<file path="config.mk">
export PLATFORM = sky130hd
export DESIGN_NAME = priority_scheduler_with_delay_table_core
export DESIGN_NICKNAME = d
export VERILOG_FILES = /design/src/hdl/psdt_pkg.sv /design/src/hdl/psdt_ram.sv /design/src/hdl/psdt_front.sv /design/src/hdl/psdt_queue.sv /design/src/hdl/psdt_back.sv /design/src/hdl/priority_scheduler_with_delay_table_core.sv
export SDC_FILE = /design/constraint.sdc
export NUM_CORES = 1
export LEC_CHECK = 0
export BUFFER_PORTS_ARGS = -buffer_cell sky130_fd_sc_hd__buf_2
export CORE_MARGIN = 2
export CORE_UTILIZATION = 45
export CTS_BUF_LIST = sky130_fd_sc_hd__clkbuf_8
export CTS_CLUSTER_DIAMETER = 80
export DETAILED_ROUTE_END_ITERATION = 6
export PLACE_DENSITY_LB_ADDON = 0.15
export RECOVER_POWER = 25
export SLEW_MARGIN = 20
export SYNTH_ARGS = -nofsm -noshare
export SYNTH_HDL_FRONTEND = slang
export SYNTH_SLANG_ARGS = --single-unit
</file>
<file path="constraint.sdc">
create_clock -name clk -period 8.2 [get_ports clk]
set_input_delay 0.41 -clock clk [delete_from_list [all_inputs] [get_ports clk]]
set_output_delay 0.41 -clock clk [all_outputs]
set_load 0.02 [all_outputs]
</file>
<file path="src/hdl/psdt_pkg.sv">
// Shared types and constants of the priority scheduler with delay table.
`timescale 1ns / 1ps
package psdt_pkg;

  localparam int MAX_TASKS = 16;
  localparam int IDX_W = $clog2(MAX_TASKS);
  localparam int CNT_W = $clog2(MAX_TASKS + 1);
  localparam int TASK_W = 4;
  localparam int TIME_W = 32;
  localparam int QUEUE_DEPTH = 2;
  localparam int S_TDATA_W = 72;
  localparam int S_TUSER_W = 4;
  localparam int M_TDATA_W = 72;

  localparam logic [3:0] MODE_TICK = 4'd0;
  localparam logic [3:0] MODE_DELAY = 4'd1;
  localparam logic [3:0] MODE_DELAY_UNTIL = 4'd2;
  localparam logic [3:0] MODE_SET_ACTIVE = 4'd3;
  localparam logic [3:0] MODE_REQ_SWITCH = 4'd4;
  localparam logic [3:0] MODE_CHECK_SWITCH = 4'd5;
  localparam logic [3:0] MODE_ENTER_CRIT = 4'd6;
  localparam logic [3:0] MODE_LEAVE_CRIT = 4'd7;
  localparam logic [3:0] MODE_START = 4'd8;

  typedef enum logic [3:0] {
    OP_TICK,
    OP_DELAY,
    OP_DELAY_UNTIL,
    OP_SET_ACTIVE,
    OP_REQ_SWITCH,
    OP_CHECK_SWITCH,
    OP_ENTER_CRIT,
    OP_LEAVE_CRIT,
    OP_START,
    OP_NONE
  } op_t;

  typedef struct packed {
    op_t               op;
    logic [TASK_W-1:0] task_id;
    logic [TIME_W-1:0] delay_amount;
    logic [TIME_W-1:0] base_time;
    logic              active_value;
  } item_t;

  typedef struct packed {
    logic              request_stored;
    logic [TIME_W-1:0] wake_time;
    logic [TIME_W-1:0] tick_value;
    logic [TASK_W-1:0] running_task;
    logic              switch_request;
  } result_t;

  typedef struct packed {
    logic [TASK_W-1:0] task_id;
    logic [TIME_W-1:0] wake;
  } entry_t;

  typedef struct packed {
    logic scanning;
    logic serving;
  } back_status_t;

endpackage

</file>
<file path="src/hdl/psdt_ram.sv">
// Generic single-port-write, single-port-read RAM with registered read data.
`timescale 1ns / 1ps
module psdt_ram #(
  parameter int WIDTH = 8,
  parameter int DEPTH = 16
) (
  input  logic                     clk,
  input  logic                     we,
  input  logic [$clog2(DEPTH)-1:0] waddr,
  input  logic [WIDTH-1:0]         wdata,
  input  logic [$clog2(DEPTH)-1:0] raddr,
  output logic [WIDTH-1:0]         rdata
);

  logic [WIDTH-1:0] mem [DEPTH];

  always_ff @(posedge clk) begin
    if (we) begin
      mem[waddr] <= wdata;
    end
    rdata <= mem[raddr];
  end

endmodule

</file>
<file path="src/hdl/psdt_front.sv">
// Front end: accepts stream transfers and classifies them into queue items.
`timescale 1ns / 1ps
module psdt_front (
  input  logic                           s_tvalid,
  output logic                           s_tready,
  input  logic [psdt_pkg::S_TDATA_W-1:0] s_tdata,
  input  logic [psdt_pkg::S_TUSER_W-1:0] s_tuser,
  input  logic                           q_full,
  output logic                           q_push,
  output psdt_pkg::item_t                q_item
);

  psdt_pkg::op_t op;

  always_comb begin
    case (s_tuser)
      psdt_pkg::MODE_TICK:         op = psdt_pkg::OP_TICK;
      psdt_pkg::MODE_DELAY:        op = psdt_pkg::OP_DELAY;
      psdt_pkg::MODE_DELAY_UNTIL:  op = psdt_pkg::OP_DELAY_UNTIL;
      psdt_pkg::MODE_SET_ACTIVE:   op = psdt_pkg::OP_SET_ACTIVE;
      psdt_pkg::MODE_REQ_SWITCH:   op = psdt_pkg::OP_REQ_SWITCH;
      psdt_pkg::MODE_CHECK_SWITCH: op = psdt_pkg::OP_CHECK_SWITCH;
      psdt_pkg::MODE_ENTER_CRIT:   op = psdt_pkg::OP_ENTER_CRIT;
      psdt_pkg::MODE_LEAVE_CRIT:   op = psdt_pkg::OP_LEAVE_CRIT;
      psdt_pkg::MODE_START:        op = psdt_pkg::OP_START;
      default:                     op = psdt_pkg::OP_NONE;
    endcase
  end

  always_comb begin
    q_item.op           = op;
    q_item.task_id      = s_tdata[3:0];
    q_item.delay_amount = s_tdata[35:4];
    q_item.base_time    = s_tdata[67:36];
    q_item.active_value = s_tdata[68];
  end

  assign s_tready = !q_full;
  assign q_push   = s_tvalid && !q_full;

endmodule

</file>
<file path="src/hdl/psdt_queue.sv">
// Short queue of classified items between the front end and the back end.
`timescale 1ns / 1ps
module psdt_queue (
  input  logic            clk,
  input  logic            rst,
  input  logic            push,
  input  psdt_pkg::item_t push_item,
  output logic            full,
  input  logic            pop,
  output logic            head_valid,
  output psdt_pkg::item_t head_item
);

  localparam int PTR_W = (psdt_pkg::QUEUE_DEPTH > 1) ? $clog2(psdt_pkg::QUEUE_DEPTH) : 1;
  localparam int CNT_W = $clog2(psdt_pkg::QUEUE_DEPTH + 1);
  localparam logic [PTR_W-1:0] LAST_PTR = PTR_W'(psdt_pkg::QUEUE_DEPTH - 1);
  localparam logic [CNT_W-1:0] DEPTH_CNT = CNT_W'(psdt_pkg::QUEUE_DEPTH);

  psdt_pkg::item_t  slots [psdt_pkg::QUEUE_DEPTH];
  logic [PTR_W-1:0] wr_ptr;
  logic [PTR_W-1:0] rd_ptr;
  logic [CNT_W-1:0] count;
  logic             do_push;
  logic             do_pop;

  assign full       = (count == DEPTH_CNT);
  assign head_valid = (count != '0);
  assign head_item  = slots[rd_ptr];
  assign do_push    = push && !full;
  assign do_pop     = pop && head_valid;

  always_ff @(posedge clk) begin
    if (do_push) begin
      slots[wr_ptr] <= push_item;
    end
  end

  always_ff @(posedge clk) begin
    if (rst) begin
      wr_ptr <= '0;
      rd_ptr <= '0;
      count  <= '0;
    end else begin
      if (do_push) begin
        wr_ptr <= (wr_ptr == LAST_PTR) ? '0 : wr_ptr + 1'b1;
      end
      if (do_pop) begin
        rd_ptr <= (rd_ptr == LAST_PTR) ? '0 : rd_ptr + 1'b1;
      end
      case ({do_push, do_pop})
        2'b10:   count <= count + 1'b1;
        2'b01:   count <= count - 1'b1;
        default: count <= count;
      endcase
    end
  end

endmodule

</file>
<file path="src/hdl/psdt_back.sv">
// Back end: scheduler state, delay table scan sequencer and result register.
`timescale 1ns / 1ps
module psdt_back (
  input  logic                           clk,
  input  logic                           rst,
  input  logic                           q_valid,
  input  psdt_pkg::item_t                q_item,
  output logic                           q_pop,
  output logic                           m_tvalid,
  input  logic                           m_tready,
  output psdt_pkg::result_t              m_result,
  output psdt_pkg::back_status_t         status
);

  localparam int N = psdt_pkg::MAX_TASKS;
  localparam int IW = psdt_pkg::IDX_W;
  localparam int CW = psdt_pkg::CNT_W;
  localparam int TW = psdt_pkg::TASK_W;
  localparam int MW = psdt_pkg::TIME_W;
  localparam logic [CW-1:0] CNT_END = CW'(N);

  typedef enum logic [2:0] {
    ST_IDLE  = 3'b001,
    ST_SCAN  = 3'b010,
    ST_SERVE = 3'b100
  } state_t;

  state_t            state, state_next;
  logic [MW-1:0]     tick_count, tick_count_next;
  logic              started, started_next;
  logic              in_critical, in_critical_next;
  logic              switch_pending, switch_pending_next;
  logic [TW-1:0]     cur_task, cur_task_next;
  logic [N-1:0]      active_mask, active_mask_next;
  logic [MW-1:0]     next_deadline, next_deadline_next;
  logic [N-1:0]      valid_bits, valid_bits_next;
  logic [CW-1:0]     cnt, cnt_next;
  logic              rd_pending, rd_pending_next;
  logic [IW-1:0]     rd_idx, rd_idx_next;
  logic [MW-1:0]     fresh, fresh_next;
  logic              out_valid, out_valid_next;
  psdt_pkg::result_t out_data, out_data_next;

  logic              ram_we;
  logic [IW-1:0]     ram_waddr;
  logic [IW-1:0]     ram_raddr;
  psdt_pkg::entry_t  ram_wdata;
  psdt_pkg::entry_t  ram_rdata;

  logic              out_free;
  logic [IW-1:0]     free_idx;
  logic              has_free;
  logic [TW-1:0]     pick;
  logic              pick_any;
  logic              task_ok;
  logic [IW-1:0]     task_idx;
  logic [IW-1:0]     ent_idx;
  logic [MW-1:0]     wake;
  logic [MW-1:0]     tick_inc;
  logic              stored;

  psdt_ram #(
    .WIDTH($bits(psdt_pkg::entry_t)),
    .DEPTH(N)
  ) u_table (
    .clk  (clk),
    .we   (ram_we),
    .waddr(ram_waddr),
    .wdata(ram_wdata),
    .raddr(ram_raddr),
    .rdata(ram_rdata)
  );

  assign out_free = !out_valid || m_tready;
  assign task_ok  = (int'(q_item.task_id) < N);
  assign task_idx = IW'(q_item.task_id);
  assign ent_idx  = IW'(ram_rdata.task_id);
  assign tick_inc = tick_count + MW'(started);

  always_comb begin
    free_idx = '0;
    for (int i = N - 1; i >= 0; i--) begin
      if (!valid_bits[i]) begin
        free_idx = IW'(i);
      end
    end
    has_free = !(&valid_bits);
  end

  always_comb begin
    pick = cur_task;
    for (int i = 0; i < N; i++) begin
      if (active_mask[i]) begin
        pick = TW'(i);
      end
    end
    pick_any = |active_mask;
  end

  always_comb begin
    wake = ((q_item.op == psdt_pkg::OP_DELAY) ? tick_count : q_item.base_time)
           + q_item.delay_amount;
  end

  always_comb begin
    state_next          = state;
    tick_count_next     = tick_count;
    started_next        = started;
    in_critical_next    = in_critical;
    switch_pending_next = switch_pending;
    cur_task_next       = cur_task;
    active_mask_next    = active_mask;
    next_deadline_next  = next_deadline;
    valid_bits_next     = valid_bits;
    cnt_next            = cnt;
    rd_pending_next     = 1'b0;
    rd_idx_next         = rd_idx;
    fresh_next          = fresh;
    out_valid_next      = out_valid && !m_tready;
    out_data_next       = out_data;
    q_pop               = 1'b0;
    ram_we              = 1'b0;
    ram_waddr           = free_idx;
    ram_wdata.task_id   = q_item.task_id;
    ram_wdata.wake      = wake;
    ram_raddr           = cnt[IW-1:0];
    stored              = 1'b0;

    case (state)
      ST_IDLE: begin
        if (q_valid && q_item.op == psdt_pkg::OP_TICK) begin
          q_pop           = 1'b1;
          tick_count_next = tick_inc;
          if (!in_critical && tick_inc >= next_deadline) begin
            state_next = ST_SCAN;
            cnt_next   = '0;
            fresh_next = '1;
          end else begin
            state_next = ST_SERVE;
          end
        end else if (q_valid && out_free) begin
          q_pop                        = 1'b1;
          out_valid_next               = 1'b1;
          out_data_next.switch_request = 1'b0;
          out_data_next.tick_value     = tick_count;
          out_data_next.wake_time      = '0;
          out_data_next.request_stored = 1'b0;
          case (q_item.op)
            psdt_pkg::OP_DELAY, psdt_pkg::OP_DELAY_UNTIL: begin
              stored = task_ok && active_mask[task_idx] && has_free;
              if (stored) begin
                ram_we                     = 1'b1;
                active_mask_next[task_idx] = 1'b0;
                valid_bits_next[free_idx]  = 1'b1;
                if (next_deadline == '0 || wake < next_deadline) begin
                  next_deadline_next = wake;
                end
                switch_pending_next     = 1'b1;
                in_critical_next        = 1'b0;
                out_data_next.wake_time = wake;
              end else if (q_item.op == psdt_pkg::OP_DELAY_UNTIL) begin
                out_data_next.wake_time = q_item.base_time;
              end
              out_data_next.request_stored = stored;
            end
            psdt_pkg::OP_SET_ACTIVE: begin
              if (task_ok) begin
                active_mask_next[task_idx] = q_item.active_value;
              end
            end
            psdt_pkg::OP_REQ_SWITCH: begin
              switch_pending_next = 1'b1;
            end
            psdt_pkg::OP_CHECK_SWITCH: begin
              if (switch_pending) begin
                switch_pending_next = 1'b0;
                if (!in_critical) begin
                  cur_task_next = pick;
                end
                out_data_next.switch_request = 1'b1;
              end
            end
            psdt_pkg::OP_ENTER_CRIT: begin
              in_critical_next = 1'b1;
            end
            psdt_pkg::OP_LEAVE_CRIT: begin
              in_critical_next = 1'b0;
            end
            psdt_pkg::OP_START: begin
              if (task_ok) begin
                cur_task_next = q_item.task_id;
              end
              started_next = 1'b1;
            end
            default: begin
            end
          endcase
          out_data_next.running_task = cur_task_next;
        end
      end

      ST_SCAN: begin
        if (rd_pending && valid_bits[rd_idx]) begin
          if (ram_rdata.wake == next_deadline) begin
            if (int'(ram_rdata.task_id) < N) begin
              active_mask_next[ent_idx] = 1'b1;
            end
            if (ram_rdata.task_id > cur_task) begin
              switch_pending_next = 1'b1;
            end
            valid_bits_next[rd_idx] = 1'b0;
          end else if (ram_rdata.wake < fresh) begin
            fresh_next = ram_rdata.wake;
          end
        end
        if (cnt != CNT_END) begin
          rd_pending_next = 1'b1;
          rd_idx_next     = cnt[IW-1:0];
          cnt_next        = cnt + 1'b1;
        end else if (!rd_pending) begin
          next_deadline_next = fresh;
          state_next         = ST_SERVE;
        end
      end

      ST_SERVE: begin
        if (out_free) begin
          out_valid_next               = 1'b1;
          out_data_next.switch_request = 1'b0;
          out_data_next.tick_value     = tick_count;
          out_data_next.wake_time      = '0;
          out_data_next.request_stored = 1'b0;
          if (!in_critical && switch_pending) begin
            switch_pending_next = 1'b0;
            if (pick_any && pick != cur_task) begin
              cur_task_next                = pick;
              out_data_next.switch_request = 1'b1;
            end
          end
          out_data_next.running_task = cur_task_next;
          state_next                 = ST_IDLE;
        end
      end

      default: begin
        state_next = ST_IDLE;
      end
    endcase
  end

  always_ff @(posedge clk) begin
    if (rst) begin
      state          <= ST_IDLE;
      tick_count     <= '0;
      started        <= 1'b0;
      in_critical    <= 1'b0;
      switch_pending <= 1'b0;
      cur_task       <= '0;
      active_mask    <= '0;
      next_deadline  <= '1;
      valid_bits     <= '0;
      cnt            <= '0;
      rd_pending     <= 1'b0;
      out_valid      <= 1'b0;
    end else begin
      state          <= state_next;
      tick_count     <= tick_count_next;
      started        <= started_next;
      in_critical    <= in_critical_next;
      switch_pending <= switch_pending_next;
      cur_task       <= cur_task_next;
      active_mask    <= active_mask_next;
      next_deadline  <= next_deadline_next;
      valid_bits     <= valid_bits_next;
      cnt            <= cnt_next;
      rd_pending     <= rd_pending_next;
      out_valid      <= out_valid_next;
    end
  end

  always_ff @(posedge clk) begin
    rd_idx   <= rd_idx_next;
    fresh    <= fresh_next;
    out_data <= out_data_next;
  end

  assign m_tvalid        = out_valid;
  assign m_result        = out_data;
  assign status.scanning = (state == ST_SCAN);
  assign status.serving  = (state == ST_SERVE);

endmodule

</file>
<file path="src/hdl/priority_scheduler_with_delay_table_core.sv">
// Top level of the priority scheduler with delay table.
//
// Channel  Direction  Signals                      Contents
// s        in         s_tvalid s_tready s_tdata    one command item, mode in s_tuser
// m        out        m_tvalid m_tready m_tdata    one result item per command
//
// Most commands are served from the queue head in idle once the output is free.
// A tick that reaches the deadline outside a critical section scans the delay
// table one entry per cycle through the table RAM read port; other ticks skip the scan.
// Reset clears the tick count, flags, active mask and table valid bits.
// The input side keeps taking transfers while the queue has room, even while a
// result waits in the output register for m_tready.
`timescale 1ns / 1ps
module priority_scheduler_with_delay_table_core (
  input  logic                           clk,
  input  logic                           rst,
  input  logic                           s_tvalid,
  output logic                           s_tready,
  // task_id[3:0], delay_amount[35:4], base_time[67:36], active_value[68], zero fill
  input  logic [psdt_pkg::S_TDATA_W-1:0] s_tdata,
  // mode[3:0]
  input  logic [psdt_pkg::S_TUSER_W-1:0] s_tuser,
  output logic                           m_tvalid,
  input  logic                           m_tready,
  // switch_request[0], running_task[4:1], tick_value[36:5], wake_time[68:37],
  // request_stored[69], zero fill
  output logic [psdt_pkg::M_TDATA_W-1:0] m_tdata
);

  logic                   q_full;
  logic                   q_push;
  psdt_pkg::item_t        q_in;
  logic                   q_pop;
  logic                   q_valid;
  psdt_pkg::item_t        q_head;
  psdt_pkg::result_t      result;
  psdt_pkg::back_status_t back_status;

  psdt_front u_front (
    .s_tvalid(s_tvalid),
    .s_tready(s_tready),
    .s_tdata (s_tdata),
    .s_tuser (s_tuser),
    .q_full  (q_full),
    .q_push  (q_push),
    .q_item  (q_in)
  );

  psdt_queue u_queue (
    .clk       (clk),
    .rst       (rst),
    .push      (q_push),
    .push_item (q_in),
    .full      (q_full),
    .pop       (q_pop),
    .head_valid(q_valid),
    .head_item (q_head)
  );

  psdt_back u_back (
    .clk     (clk),
    .rst     (rst),
    .q_valid (q_valid),
    .q_item  (q_head),
    .q_pop   (q_pop),
    .m_tvalid(m_tvalid),
    .m_tready(m_tready),
    .m_result(result),
    .status  (back_status)
  );

  assign m_tdata = psdt_pkg::M_TDATA_W'(result);

  a_stored_no_switch: assert property (@(posedge clk) disable iff (rst)
    m_tvalid && m_tdata[69] |-> !m_tdata[0])
    else $error("stored delay result also requests a switch");

  a_push_fills_queue: assert property (@(posedge clk) disable iff (rst)
    s_tvalid && s_tready |=> q_valid)
    else $error("accepted transfer did not reach the queue");

  a_no_pop_while_busy: assert property (@(posedge clk) disable iff (rst)
    back_status.scanning || back_status.serving |-> !q_pop)
    else $error("queue popped while a tick is still in progress");

endmodule
</file>
## Word-level counts from Yosys, hierarchy flattened

Memory sizes are Yosys's and may differ from the RTL's. A register that Yosys moved wholly into a read port is not among the register bits.
Index checks and enable logic that the tools add are counted.

| operators by class | value |
|---|---|
| add/sub/neg operators | 7 |
| magnitude comparators | 12 |
| equal/unequal tests | 38 |
| muxes and demuxes | 138 |
| bitwise logic cells | 8 |
| reductions and logical operators | 46 |

Operators by type and width:

| kind | count |
|---|---|
| $mux 32 | 15 |
| $mux 70 | 3 |
| $mux 16 | 11 |
| $mux 4 | 39 |
| $pmux 70 s2 | 1 |
| $pmux 32 s2 | 2 |
| $pmux 16 s2 | 3 |
| $lt 32x32->1 | 2 |
| $mux 1 | 39 |
| $mux 33 | 1 |
| $add 32x1->32 | 1 |
| $add 32x32->32 | 1 |
| $and 16x16->16 | 2 |
| $eq 32x32->1 | 1 |
| $ge 32x32->1 | 1 |
| $logic_not 32->1 | 1 |
| $not 16->16 | 2 |
| $or 16x16->16 | 2 |
| $ne 2x1->1 const B | 13 |
| $lt 4x5->1 const B | 4 |
| $bwmux 16 | 1 |
| $demux 1 s4 | 4 |
| $eq 4x3->1 const B | 4 |
| $ge 4x1->1 const B | 4 |
| 45 further kinds | 92 |

| storage, ports and cells | value |
|---|---|
| flip-flop bits (word level) | 223 |
| bits in writable memories | 722 |
| bits in read-only memories | 64 |
| input bits | 80 |
| output and inout port bits | 74 |
| memories | 3 |

Memory list:

| name | words | bits a word | rd ports | clocked after memory_dff | write ports | line | text |
|---|---|---|---|---|---|---|---|
| u_back.u_table.mem | 16 | 36 | 1 | 1 | 1 | psdt_ram.sv:15 | `logic [WIDTH-1:0] mem [DEPTH];` |
| u_queue.slots | 2 | 73 | 1 | 1 | 1 | psdt_queue.sv:19 | `psdt_pkg::item_t slots [psdt_pkg::QUEUE_DEPTH];` |
| (no name shown) | 16 | 4 | 1 | 0 | 0 | psdt_front.sv:16 | `case (s_tuser)` |

## Longest topological paths before layout

| logic depth | value |
|---|---|
| depth after elaboration | 26 |
| depth in mapped cells | 32 |

## Hierarchy

A second synthesis with hierarchy kept.

| unflattened totals | value |
|---|---|
| cells, all modules | 3,052 |
| area total of the unflattened synthesis | 43,929.6 sq um |

By module, submodules not included:

| module | instances | cells each | area an instance (sq um) | sequential area each (sq um) |
|---|---|---|---|---|
| psdt_ram | 1 | 938 | 22,318.9 | 18,017.3 |
| psdt_back | 1 | 1,782 | 15,559.9 | 5,445.2 |
| psdt_queue | 1 | 253 | 5,472.7 | 4,484.3 |
| psdt_front | 1 | 76 | 559.3 | 0.0 |
| priority_scheduler_with_delay_table_core | 1 | 3 | 18.8 | 0.0 |

## Least setup slack after synthesis

OpenSTA, ideal clock, no wires.

| timing path | value |
|---|---|
| path kind | flip-flop to flip-flop |
| start point | register with a tool-made name |
| end point | register u_back.next_deadline[30] |
| setup time | 0.125 ns |
| data arrival time | 6.263 ns |
| setup slack | 1.812 ns |
| stages on the path, launching flop included | 25 |
| buffers on the path | 6 |
| clock period less this slack | 6.388 ns |
| cells stage by stage | dfxtp_1 buf_4 buf_6 clkbuf_1 buf_1 mux2i_1 a21oi_1 ha_1 fa_1 a211oi_1 o21ai_0 o2111ai_1 and2_1 o32ai_1 a21oi_1 ha_1 a21o_1 a221oi_1 o21ai_0 o31ai_1 a31oi_1 or3_1 buf_2 buf_6 o41a_1 |

RTL lines:

| item | line | text |
|---|---|---|
| to (signal assigned) | psdt_back.sv:273 | `next_deadline <= next_deadline_next;` |
| to (decl) | psdt_back.sv:35 | `logic [MW-1:0] next_deadline, next_deadline_next;` |

==> impl_metrics.py <==
metrics = {
    "logic_synthesis": {
        "synth_cell_types": 81,
        "netlist_top_cells_area": "edfxtp_1 58%, mux4_2 9.7%, dfxtp_1 7.2%",
        "async_flop_share": 0,
        "syn_area_mm2": 0.0431,
        "synth_top_family_by_area": "multiplexers",
        "synth_xor_area_frac": 0.0228,
        "syn_inst": 2897,
        "synth_edf_count": 828,
        "synth-compound-area-share": 0.0686,
        "yosys.area.top_type": "edfxtp_1",
        "ys_seq_area_frac": 0.649,
        "synth_fa_ha_area_frac": 0.0394,
        "synth_ff_type": "edfxtp_1",
        "synth-simple-area-share": 0.0772,
        "synthMuxAreaShare": 0.122,
        "yosysTopAreaCellShare": 0.577,
        "yosysWarnings": 0,
        "synth.avg_cell_area_um2": 14.9,
        "synth_seq_cells": 982,
    },
    "sta": {
        "min_period_ns": 7.57,
        "drv_slew": 366,
        "rsz0062_at_grt": "no",
        "relSlewSlack": -1.95,
        "finalSetupViolations": 0,
        "finClkSkew_ns": 0.0490,
        "tns_ns": 0,
        "tightest_slew_ns": 4.43,
        "fin_crit_sh": 0.923,
        "fmax_mhz": 132,
        "final_hold_viol_count": 0,
    },
    "power_and_ir_drop": {
        "design_power_total_uw": 17200,
        "leakagePower_uw": 0.0169,
        "powerDensity_mw_per_mm2": 348,
        "ir_drop_mv": 0.280,
    },
    "finish": {
        "nNetsFinal": 3439,
        "final_cell_mix": "828 x edfxtp_1, 227 x nor2_1, 186 x mux4_2, 171 x clkbuf_8, 157 x a21oi_1",
        "mostFrequentLayoutCell": "edfxtp_1",
        "area_growth_pct": 14.4,
        "drive_above_1_share": 0.164,
    },
    "grt": {
        "grt_overflow": 0,
        "antenna_found_initial": 1,
        "grt_pass1_vias": 26541,
        "grt_util_met3": 0.0400,
        "grt_max_degree": 86,
        "top_usage_layer": "met2",
        "met1_usage": 0.311,
        "grt.total_usage": 0.229,
        "use_met2": 0.374,
        "grt_pass1_wl_um": 168000,
    },
    "critical_path": {
        "cp.required_ns": 8.87,
        "cpMostUsedCell": "a21oi_1",
        "worstSetupEndpoint": "u_back.next_deadline[15]",
        "critPathSlowestCell": "a221oi_1",
        "rr_endpoint": "u_back.next_deadline[15]",
        "cpPeakStageDelay_ns": 0.66,
        "critPathKind": "reg -> reg",
        "cp_num_buf_inv": 2,
        "r2r_slack_ns": 0.63,
        "path_cells": "or3b_1 -> a21oi_1 -> nand2_2 -> buf_4 -> nor2_1 -> a21oi_1 -> ha_1 -> and2_1 -> a221oi_1 -> o21ai_0 -> a21oi_1 -> mux2i_1 -> or2_2 -> ha_1 -> nand3_1 -> nor3_1 -> a221oi_1 -> o21ai_0 -> o31ai_1 -> a31oi_1 -> or3_2 -> buf_12 -> a211oi_1 -> a22oi_1",
        "crit_fanout": 44,
        "crit_cells": 24,
        "cp_top_family": "compound AO/OA/AOI/OAI gates",
        "cp.arrival_ns": 8.23,
        "reg2reg_depth": 24,
        "cp-start-kind": "flip-flop",
        "end_kind": "flip-flop",
    },
    "route": {
        "drt-total-wl_um": 113000,
        "remaining_drc_errors": 0,
        "vias_per_cell": 5.70,
        "drt-initial-drc-count": 2279,
        "wl_per_cell_um": 24.5,
        "dr.pass1.iters": 6,
        "num_vias": 26302,
        "ant_nets": 0,
    },
    "clock_tree": {
        "htreeDepth": 4,
        "clock_latency_ns": 0.83,
        "clockRootBuffer": "clkbuf_8",
        "clock_path_buffers": 3,
        "clkSinkCount": 982,
        "cts_tree": "built",
        "cts_setup_buffers": 0,
        "cts_made_buffers": 160,
        "cts.clk_slew.worst_paths_ns": 0.06,
    },
    "run": {
        "maxCapViolations": 7,
    },
    "floorplanning": {
        "pin_count": 154,
        "rows": 113,
        "coreArea_mm2": 0.0949,
        "die_w_um": 313,
        "dieArea_mm2": 0.0982,
        "die_h_um": 313,
        "initial_utilization": 0.454,
    },
    "place": {
        "globalplace.congestion": 0.919,
        "io_buffers": 148,
        "place_hpwl_um": 70000,
    },
    "status": {
        "status": "complete, but fails checks",
        "violations": "capacitance limit, slew limit",
    },
    "min_path": {
        "min_path_type": "in -> reg",
    },
}
## cell usage after synthesis (all sizes together) (60+ instances only)
| library cell | instances |
|---|---|
| a21oi | 158 |
| xnor2 | 73 |
| mux2i | 64 |
| nand2 | 117 |
| clkbuf | 90 |
| inv | 96 |
| dfxtp | 154 |
| nor2 | 245 |
| nand2b | 60 |
| ha | 134 |
| edfxtp | 828 |
| mux4 | 186 |
| o21ai | 109 |
## logic make-up (layout without fill, tap and decap cells)
| kind of cell | after synthesis | count (layout) |
|---|---|---|
| compound gates | 472 | 472 |
| simple gates | 683 | 683 |
| xor+xnor | 112 | 112 |
| flops | 982 | 982 |
| buf+inv | 226 | 679 |
| other cells | 1 | 3 |
| mux | 286 | 286 |
| fa+ha+maj | 135 | 135 |
## tightest hold or removal path, cell delays in order
cell and delay [ns]:
buf_2 0.11, nand2_1 0.11, xor2_1 0.09, nor2_1 0.09
## cell type report
class                           count  area (um2)
Antenna cell                        1        2.50
Clock buffer                      171        2350
Clock inverter                    118         813
Fill cell                        8014       45600
Inverter                           96         362
Multi-Input combinational cell   1690       14400
Sequential cell                   982       28000
Tap cell                         1265        1580
Timing Repair Buffer              294        1870
## per-stage QoR
step / instances / hold WS, ns / util / setup WS [ns] / instance area (um2)
3_5_place_dp: 4252 / 0.495 / 0.481 / 0.935 / 45600
5_1_grt: 4617 / 0.0666 / 0.520 / 0.269 / 49300
6_report: 4617 / 0.0333 / 0.520 / 0.633 / 49300
2_1_floorplan: 2898 / 0.403 / - / 1.81 / 43100
3_3_place_gp: 4252 / 0.482 / 0.481 / 1.07 / 45600
4_1_cts: 4616 / 0.0361 / 0.522 / 0.874 / 49500
## sequential cells by signal, summed over array words and instances (netlist names), 5 cells and up, named ones only
register              flops
u_back.active_mask       16
u_back.cnt                5
u_back.fresh             32
u_back.m_result          70
u_back.next_deadline     32
u_back.tick_count        32
u_back.u_table.mem      576
u_back.u_table.rdata     36
u_back.valid_bits        16
u_queue.slots           146
## metal layers
metal | routed length [um] | part of all wire | vias to the layer above
met2 | 54600 | 0.48 | 865
met3 | 6430 | 0.057 | 207
met5 | 0 | 0 | -
li1 | - | - | 11887
met1 | 48500 | 0.43 | 13343
met4 | 3430 | 0.030 | 0
## report_power, final
group	switching [uW]	total, uW	internal [uW]
sequential	132	7410	7270
combinational	4000	5540	1540
clock	1970	4230	2260
## timing repair
item,4_1_cts,5_1_grt
hold buffers,75,0
resized for setup,0,0
hold endpoints to repair,147,0
## how the worst min path moves through the flow
stage	to	cells after the start	slack, ns	from
after floorplan	u_back.m_result[17]	0	0.40	u_back.tick_count[12]
after global placement	u_back.cur_task[3]	2	0.48	u_back.cur_task[3]
after detailed placement	u_back.cur_task[3]	2	0.49	u_back.cur_task[3]
after CTS	flip-flop	2	0.04	rst
after global routing	u_queue.wr_ptr	4	0.07	s_tvalid
final	u_queue.wr_ptr	4	0.03	s_tvalid
Note: power is estimated with default switching activity, not from simulation.
